File: config.mk
export PLATFORM = sky130hd
export DESIGN_NAME = unix_seconds_to_calendar
export DESIGN_NICKNAME = d
export VERILOG_FILES = /design/src/rtl/core/us2cal_pkg.sv /design/src/rtl/core/unix_seconds_to_calendar.sv
export SDC_FILE = /design/constraint.sdc
export NUM_CORES = 2
export LEC_CHECK = 0
export BUFFER_PORTS_ARGS = -buffer_cell sky130_fd_sc_hd__buf_2
export CAP_MARGIN = 0
export CORE_MARGIN = 3
export CORE_UTILIZATION = 50
export CTS_CLUSTER_DIAMETER = 30
export DETAILED_ROUTE_END_ITERATION = 6
export HOLD_SLACK_MARGIN = 0.08
export PLACE_DENSITY = 0.77
export SYNTH_ARGS = -nofsm -noshare
export SYNTH_HDL_FRONTEND = slang
export SYNTH_SLANG_ARGS = --single-unit
File: constraint.sdc
create_clock -name clk -period 12.95 [get_ports clk]
set_input_delay 1.295 -clock clk [delete_from_list [all_inputs] [get_ports clk]]
set_output_delay 1.295 -clock clk [all_outputs]
set_load 0.005 [all_outputs]
File: src/rtl/core/us2cal_pkg.sv
// ----------------------------------------------------------------------------
// us2cal_pkg
// Types, constants and per-stage arithmetic for the seconds-to-calendar pipe.
// ----------------------------------------------------------------------------
package us2cal_pkg;

    localparam int unsigned NUM_STAGES = 11;
    localparam int unsigned LAST_STAGE = NUM_STAGES - 1;

    localparam int unsigned STG_INPUT    = 0;
    localparam int unsigned STG_RANGE    = 1;
    localparam int unsigned STG_DAYS_EST = 2;
    localparam int unsigned STG_DAYS     = 3;
    localparam int unsigned STG_ERA_EST  = 4;
    localparam int unsigned STG_ERA      = 5;
    localparam int unsigned STG_CENT     = 6;
    localparam int unsigned STG_YOE      = 7;
    localparam int unsigned STG_DOY      = 8;
    localparam int unsigned STG_MP       = 9;
    localparam int unsigned STG_FINAL    = 10;

    localparam int unsigned IN_WIDTH = 39;

    localparam logic signed [IN_WIDTH-1:0] FIRST_INSTANT = -39'sd62135596800;
    localparam logic signed [IN_WIDTH-1:0] LAST_INSTANT  = 39'sd253402300799;

    // 86400 = 128 * 675
    localparam logic [31:0] DAY_ODD_DIV   = 32'd675;
    localparam logic [31:0] RECIP_675     = 32'd3257812230;
    localparam logic [21:0] Z_OFFSET      = 22'd306;
    localparam logic [21:0] DAYS_PER_ERA  = 22'd146097;
    localparam logic [22:0] RECIP_ERA     = 23'd7525901;
    localparam logic [17:0] DIV60_M       = 18'd139811;
    localparam logic [13:0] DIV60_SMALL_M = 14'd8739;
    localparam logic [15:0] DIV365_M      = 16'd45965;
    localparam logic [12:0] DIV153_M      = 13'd6854;
    localparam logic [17:0] DOE_4YR_1     = 18'd36524;
    localparam logic [17:0] DOE_4YR_2     = 18'd73048;
    localparam logic [17:0] DOE_4YR_3     = 18'd109572;
    localparam logic [17:0] DOE_LAST      = 18'd146096;
    localparam logic [13:0] YEARS_PER_ERA = 14'd400;

    typedef struct packed {
        logic signed [IN_WIDTH-1:0] s;
        logic                       oor;
        logic [IN_WIDTH-1:0]        u;
        logic [21:0]                q_est;
        logic [21:0]                z;
        logic [16:0]                tod;
        logic [10:0]                mins;
        logic [4:0]                 era;
        logic [17:0]                doe;
        logic [5:0]                 sec;
        logic [4:0]                 hour;
        logic [5:0]                 minute;
        logic [6:0]                 a;
        logic [2:0]                 b;
        logic                       c;
        logic [8:0]                 yoe;
        logic [8:0]                 doy;
        logic [3:0]                 mp;
        logic [13:0]                year;
        logic [3:0]                 month;
        logic [4:0]                 day;
    } work_t;

    function automatic logic [8:0] month_start(input logic [3:0] mp);
        logic [8:0] r;
        case (mp)
            4'd0:    r = 9'd0;
            4'd1:    r = 9'd31;
            4'd2:    r = 9'd61;
            4'd3:    r = 9'd92;
            4'd4:    r = 9'd122;
            4'd5:    r = 9'd153;
            4'd6:    r = 9'd184;
            4'd7:    r = 9'd214;
            4'd8:    r = 9'd245;
            4'd9:    r = 9'd275;
            4'd10:   r = 9'd306;
            4'd11:   r = 9'd337;
            default: r = 9'd0;
        endcase
        return r;
    endfunction

    function automatic work_t load_input(input logic [IN_WIDTH-1:0] raw);
        work_t r;
        r   = '0;
        r.s = signed'(raw);
        return r;
    endfunction

    function automatic work_t stage_calc(input int unsigned stage, input work_t w);
        work_t       r;
        logic [31:0] q1;
        logic [63:0] p_day;
        logic [31:0] p_rem;
        logic [31:0] rem;
        logic        fix;
        logic [9:0]  r_day;
        logic [21:0] days;
        logic [44:0] p_era;
        logic [34:0] p_min;
        logic [21:0] era_days;
        logic [21:0] doe_raw;
        logic [16:0] sec_full;
        logic [24:0] p_hour;
        logic [31:0] p_a;
        logic [10:0] min_full;
        logic [17:0] t;
        logic [33:0] p_yoe;
        logic [1:0]  cent;
        logic [17:0] sub;
        logic [17:0] doy_full;
        logic [10:0] num;
        logic [23:0] p_mp;
        logic [3:0]  mon;
        logic [8:0]  dom;
        logic [13:0] yr;
        r = w;
        case (stage)
            STG_RANGE:
            begin
                r.oor = (w.s < FIRST_INSTANT) || (w.s > LAST_INSTANT);
                r.u   = unsigned'(w.s - FIRST_INSTANT);
            end
            STG_DAYS_EST:
            begin
                q1      = w.u[IN_WIDTH-1:7];
                p_day   = 64'(q1) * 64'(RECIP_675);
                r.q_est = p_day[62:41];
            end
            STG_DAYS:
            begin
                q1    = w.u[IN_WIDTH-1:7];
                p_rem = 32'(w.q_est) * DAY_ODD_DIV;
                rem   = q1 - p_rem;
                fix   = rem >= DAY_ODD_DIV;
                r_day = fix ? 10'(rem - DAY_ODD_DIV) : rem[9:0];
                days  = w.q_est + 22'(fix);
                r.z   = days + Z_OFFSET;
                r.tod = {r_day, w.u[6:0]};
            end
            STG_ERA_EST:
            begin
                p_era  = 45'(w.z) * 45'(RECIP_ERA);
                r.era  = p_era[44:40];
                p_min  = 35'(w.tod) * 35'(DIV60_M);
                r.mins = p_min[33:23];
            end
            STG_ERA:
            begin
                era_days = 22'(w.era) * DAYS_PER_ERA;
                doe_raw  = w.z - era_days;
                fix      = doe_raw >= DAYS_PER_ERA;
                r.doe    = fix ? 18'(doe_raw - DAYS_PER_ERA) : doe_raw[17:0];
                r.era    = w.era + 5'(fix);
                sec_full = w.tod - 17'(w.mins) * 17'd60;
                r.sec    = sec_full[5:0];
                p_hour   = 25'(w.mins) * 25'(DIV60_SMALL_M);
                r.hour   = p_hour[23:19];
            end
            STG_CENT:
            begin
                p_a      = 32'(w.doe[17:2]) * 32'(DIV365_M);
                r.a      = p_a[30:24];
                r.b      = 3'(w.doe >= DOE_4YR_1) + 3'(w.doe >= DOE_4YR_2)
                         + 3'(w.doe >= DOE_4YR_3) + 3'(w.doe >= DOE_LAST);
                r.c      = w.doe == DOE_LAST;
                min_full = w.mins - 11'(w.hour) * 11'd60;
                r.minute = min_full[5:0];
            end
            STG_YOE:
            begin
                t     = w.doe - 18'(w.a) + 18'(w.b) - 18'(w.c);
                p_yoe = 34'(t) * 34'(DIV365_M);
                r.yoe = p_yoe[32:24];
            end
            STG_DOY:
            begin
                cent     = 2'(w.yoe >= 9'd100) + 2'(w.yoe >= 9'd200) + 2'(w.yoe >= 9'd300);
                sub      = 18'(w.yoe) * 18'd365 + 18'(w.yoe[8:2]) - 18'(cent);
                doy_full = w.doe - sub;
                r.doy    = doy_full[8:0];
            end
            STG_MP:
            begin
                num  = 11'(w.doy) * 11'd5 + 11'd2;
                p_mp = 24'(num) * 24'(DIV153_M);
                r.mp = p_mp[23:20];
            end
            STG_FINAL:
            begin
                mon = (w.mp < 4'd10) ? w.mp + 4'd3 : w.mp - 4'd9;
                dom = w.doy - month_start(w.mp) + 9'd1;
                yr  = 14'(w.yoe) + 14'(w.era) * YEARS_PER_ERA + 14'(mon <= 4'd2);
                if (w.oor)
                begin
                    r.year   = '0;
                    r.month  = '0;
                    r.day    = '0;
                    r.hour   = '0;
                    r.minute = '0;
                    r.sec    = '0;
                end
                else
                begin
                    r.year  = yr;
                    r.month = mon;
                    r.day   = dom[4:0];
                end
            end
            default:
            begin
            end
        endcase
        return r;
    endfunction

endpackage

File: src/rtl/core/unix_seconds_to_calendar.sv
// ----------------------------------------------------------------------------
// unix_seconds_to_calendar
// Signed Unix seconds to proleptic Gregorian UTC date and time of day.
// ----------------------------------------------------------------------------
// One timestamp enters per cycle unless the input is stalled, and its date comes
// out of the last stage of the arithmetic pipeline (at most one constant
// multiplier and a few adders deep in any stage).
// Each stage holds its item independently, so a stalled output only stops the
// stages behind it once they are full; the input stalls only while the output
// is held and every stage holds an item. Instants before year 1 or after year
// 9999 come out with tuser set and all date and time fields zero.
module unix_seconds_to_calendar
    import us2cal_pkg::*;
(
    input  logic        clk,
    input  logic        rst_n,
    input  logic        s_axis_tvalid,
    output logic        s_axis_tready,
    input  logic [39:0] s_axis_tdata,   // epoch_seconds[38:0], pad
    output logic        m_axis_tvalid,
    input  logic        m_axis_tready,
    output logic [39:0] m_axis_tdata,   // year, month, day_of_month, hour, minute, second
    output logic        m_axis_tuser    // out_of_range
);

    work_t                 work_reg  [NUM_STAGES];
    work_t                 work_next [NUM_STAGES];
    logic [NUM_STAGES-1:0] valid_reg;
    logic [NUM_STAGES-1:0] advance;

    assign work_next[STG_INPUT] = load_input(s_axis_tdata[IN_WIDTH-1:0]);

    for (genvar i = 1; i < NUM_STAGES; i++)
    begin : g_stage
        assign work_next[i] = stage_calc(i, work_reg[i-1]);
    end

    // a stage moves when it is empty or the one after it moves
    assign advance[LAST_STAGE] = !valid_reg[LAST_STAGE] || m_axis_tready;
    for (genvar i = 0; i < LAST_STAGE; i++)
    begin : g_advance
        assign advance[i] = !valid_reg[i] || advance[i+1];
    end

    always_ff @(posedge clk or negedge rst_n)
    begin
        if (!rst_n)
        begin
            valid_reg <= '0;
        end
        else
        begin
            if (advance[0])
            begin
                valid_reg[0] <= s_axis_tvalid;
            end
            for (int i = 1; i < NUM_STAGES; i++)
            begin
                if (advance[i])
                begin
                    valid_reg[i] <= valid_reg[i-1];
                end
            end
        end
    end

    always_ff @(posedge clk)
    begin
        for (int i = 0; i < NUM_STAGES; i++)
        begin
            if (advance[i])
            begin
                work_reg[i] <= work_next[i];
            end
        end
    end

    assign s_axis_tready = advance[0];
    assign m_axis_tvalid = valid_reg[LAST_STAGE];
    assign m_axis_tdata  = {work_reg[LAST_STAGE].sec,
                            work_reg[LAST_STAGE].minute,
                            work_reg[LAST_STAGE].hour,
                            work_reg[LAST_STAGE].day,
                            work_reg[LAST_STAGE].month,
                            work_reg[LAST_STAGE].year};
    assign m_axis_tuser  = work_reg[LAST_STAGE].oor;

endmodule

# Word-level counts from Yosys, hierarchy flattened
# Memory sizes are Yosys's and may differ from the RTL's.
# Cells that the tools add are included.
# Widths: inputs -> output; s select.
[totals]
reg_bits = 11
ramBits = 2717
rom_bits = 144
input_bits = 44
out_inout_bits = 43
n_memories = 2
[mem_list]
columns = ["memory", "words", "word_bits", "rd", "rd_ports_with_merged_regs", "wr", "line", "text"]
rows = [
  ["work_reg", 11, 247, 11, 0, 11, "unix_seconds_to_calendar.sv:26", "work_t work_reg [NUM_STAGES];"],
  ["(no name shown)", 16, 9, 1, 0, 0, "us2cal_pkg.sv:69", "case (mp)"],
]
[op_classes]
n_addsub = 28
multipliers = 14
magnitude_cmp = 13
eq_ne = 1
muxes = 27
reduce_logical = 23
[ops]
columns = ["cell", "count"]
rows = [
  ["$mul 32x31->62 const B", 1],
  ["$mul 22x23->45 const B", 1],
  ["$gt 39x39->1 const B", 1],
  ["$lt 39x37->1 const B", 1],
  ["$sub 39x37->39 const B", 1],
  ["$ge 18x17->1 const B", 2],
  ["$mul 17x18->34 const B", 1],
  ["$mul 18x16->33 const B", 1],
  ["$ge 32x10->1 const B", 1],
  ["$mul 22x10->32 const B", 1],
  ["$sub 32x32->32", 1],
  ["$mul 16x16->31 const B", 1],
  ["$mul 11x14->24 const B", 1],
  ["$mul 11x12->23 const B", 1],
  ["$mux 23", 1],
  ["$add 22x1->22", 1],
  ["$add 22x9->22 const B", 1],
  ["$ge 22x18->1 const B", 1],
  ["$mul 5x18->22 const B", 1],
  ["$mux 1", 22],
  ["$sub 22x22->22", 1],
  ["$add 18x3->18", 1],
  ["$eq 18x18->1 const B", 1],
  ["$ge 18x16->1 const B", 1],
  ["other kinds (37)", 60],
]

# Longest topological paths before layout
[logic_depth]
depth_word = 14
ltp_mapped = 39

# Worst setup path before layout
# OpenSTA, ideal clock, no wires.
[synth_timing]
path_type = "reg-to-reg"
from = "mem work_reg[6][46] in the netlist's numbering"
to = "mem work_reg[7][44] in the netlist's numbering (data pin)"
setup_time_ns = 0.273
t_arrival_ns = 9.047
path_slack_ns = 3.630
stages_incl_launch_ff = 39
period_less_slack_ns = 9.320
cell_sequence = "edfxtp_1 fa_1 inv_1 fa_1 inv_1 ha_1 fa_1 a21o_1 a21oi_1 o21ai_0 a21oi_1 nor2b_1 o21a_1 o31a_1 o21ai_0 o21bai_1 a21o_1 xnor2_1 [... 3 more ...] fa_1 fa_1 fa_1 inv_1 fa_1 inv_1 ha_1 a211oi_1 nand2_1 a211oi_1 o311ai_0 nand3_1 a311oi_1 o21ai_0 nand2b_1 a21oi_1 xnor2_1 xnor2_1"
[synth_rtl]
columns = ["item", "line"]
rows = [
  ["from (decl)", "unix_seconds_to_calendar.sv:26"],
]

==> flow_summary.ini <==
[clock_tree]
hold_buffers = 0
cts_sinks = 494
ctsRootBufferMaster = clkbuf_16
post_cts_resized = 0
post_cts.repair.setup_buffers = 0
cts_tree = built
insertion_delay_ns = 0.70
clkTransAtPathRegs_ns = 0.06
cts_buffer_depth = 3
cts_buffers = 97
cts_max_level = 3

[detailed_routing]
drt-pass1-iter-count = 5
viasPerCell = 5.20
drtAntennaViolNets = 0
vias = 41000
first_iter_violations = 2280
routedWlPerCell_um = 17.3
drc = 0
wl_um = 136000

[synthesis]
yosysSeqAreaShare_pct = 22.5
synth.distinct_cells = 73
synthesis.area_mm2 = 0.0656
synth_cells = 5863
syn_nets = 8251
synth-seq-cells = 494
yosysWarningCount = 0
synthArstFlopShare_pct = 2.23
syn_area_per_cell_um2 = 11.2
yosys_most_used_dff = edfxtp_1
synth_edf_count = 483

[sta]
period_minus_slack_ns = 10.55
fin_ws_ns = 2.40
fin_crit_sh_pct = 81.4
relSlewSlack_pct = 22.5
clock-skew-final_ns = 0.0549
clock.fmax_ghz = 0.0948
report.final.slew_viol_count = 0
setup_tns_ns = 0
final_hold_viol_count = 0
rsz0062_at_grt = false
tightest_slew_ns = 1.16
finalSetupViolations = 0

[floorplan]
rows = 132
core_area_mm2 = 0.130
die_h_um = 368
die_w_um = 368
initial_utilization_pct = 50.5
ios = 87
dieArea_mm2 = 0.136

[critical_path]
endpoint_kind = register
required_ns = 13.34
cp-start-kind = register
reg2regPathDepth = 38
critical_path_arrival_ns = 10.94
crit_path_top_delay_cell = xnor2_1
worstSetupPathType = register to register
cp_slowest_stage_delay_ns = 0.55
crit_top_cell = fa_1
crit_fanout = 4

[global_route]
track_usage_pct = 20.8
grt_pass1_wl_um = 225000
grt_util_met1_pct = 26.7
grt_pass1_vias = 44300
antenna_found_initial = 8
grt_use_met2_pct = 35.5
grt_max_degree = 65
grt.busiest_layer = met2
met3_usage_pct = 3.70
gr-total-overflow = 0

[place]
hpwl_um = 111000
io_buffers = 85
place_ws_ns = 2.32
gp_congestion = 0.894

[cells_and_area]
final_common_cell = inv_1
largest_reg_flops = 483
layout.nets = 8434
most-common-layout-cells = inv_1, ha_1, fa_1
utilization_pct = 55.3
multiInputGateArea_mm2 = 0.0450
syn_to_final_growth_pct = 9.44
drive_gt1_share_pct = 5.42
seq_area_mm2 = 0.0148
filler_cell_count = 10600

[worst_hold_path]
worst_hold_path_type = register to register
hold_depth = 0

[run]
max_cap_viol_count = 0

[outcome]
outcome = completed
per-layer routing:
metal	wire (um)	share of wire [%]	vias to the layer above
li1	-	-	19500
met4	4390	3.2	0
met5	0	0	-
met1	57300	42	20300
met2	66700	49	936
met3	7570	5.6	266
logic make-up after synthesis:
| family | share of synthesized area, % |
|---|---|
| AO/OA/AOI/OAI | 5.46 |
| multiplexers | 0.202 |
| adder cells (fa/ha/maj) | 54.4 |
| flip-flops | 22.5 |
| buffers and inverters | 8.98 |
| AND/OR/NAND/NOR | 4.87 |
| XOR/XNOR | 3.60 |
worst max-delay path: cells and delay by family (launching register included):
| kind | cells | cell delay (ns) |
|---|---|---|
| buf+inv | 5 | 0.26 |
| simple gates | 4 | 0.52 |
| flops | 1 | 0.38 |
| xor+xnor | 3 | 0.80 |
| compound gates | 15 | 3.60 |
| fa+ha+maj | 11 | 4.70 |
synth_stat cells, types with 8 or more instances:
cell type	number	area, um2
nand2b_1	34	213
mux2i_1	11	110
o31ai_1	17	128
nand4_1	33	206
nor2b_1	58	363
nor3_1	50	250
ha_1	1498	18700
clkbuf_1	19	71.3
or3_1	14	87.6
edfxtp_1	483	14500
inv_1	1535	5760
xnor2_1	192	1680
a21oi_1	158	791
nor2_1	167	627
nand2_1	121	454
o211ai_1	19	143
nand3_1	62	310
a31oi_1	22	138
o21ai_0	90	450
o21bai_1	17	128
xor2_1	78	683
fa_1	846	16900
o21a_1	35	263
and3_1	27	169
or2_2	18	113
dfrtp_1	11	275
nor4_1	8	50.1
a21o_1	77	578
a211oi_1	26	195
metrics by stage:
step | hold slack (ns) | cells | instance area, um2
final | 0.410 | 7875 | 71800
after CTS | 0.412 | 7873 | 71800
after detailed placement | 0.405 | 7689 | 68300
after global routing | 0.413 | 7874 | 71800
after floorplan | 0.400 | 5863 | 65600
after global placement | 0.400 | 7689 | 68300
area by class of cell:
| type | instances | area share [%] |
|---|---|---|
| multi-input combinational | 3807 | 62.6 |
| sequential | 494 | 20.6 |
| inverter | 1535 | 8.02 |
| clock buffer | 100 | 3.45 |
| tap | 1742 | 3.03 |
| clock inverter | 84 | 1.41 |
| timing repair buffer | 111 | 0.864 |
| antenna | 2 | 0.00697 |
final timing paths:
check,endpoint,slack [ns],from
hold reg to reg,work_reg[7][72],0.41,work_reg[6][72]
min in group asynchronous,valid_reg[6],0.53,rst_n
max in group asynchronous,valid_reg[1],12.10,rst_n
setup / recovery,work_reg[7][44],2.40,work_reg[6][46]
setup reg to reg,work_reg[7][44],2.40,work_reg[6][46]
hold / removal,work_reg[7][72],0.41,work_reg[6][72]
Power is left out: the tool's default activity adds up to more than one toggle a clock period on the data nets, which glitch-free logic cannot reach.
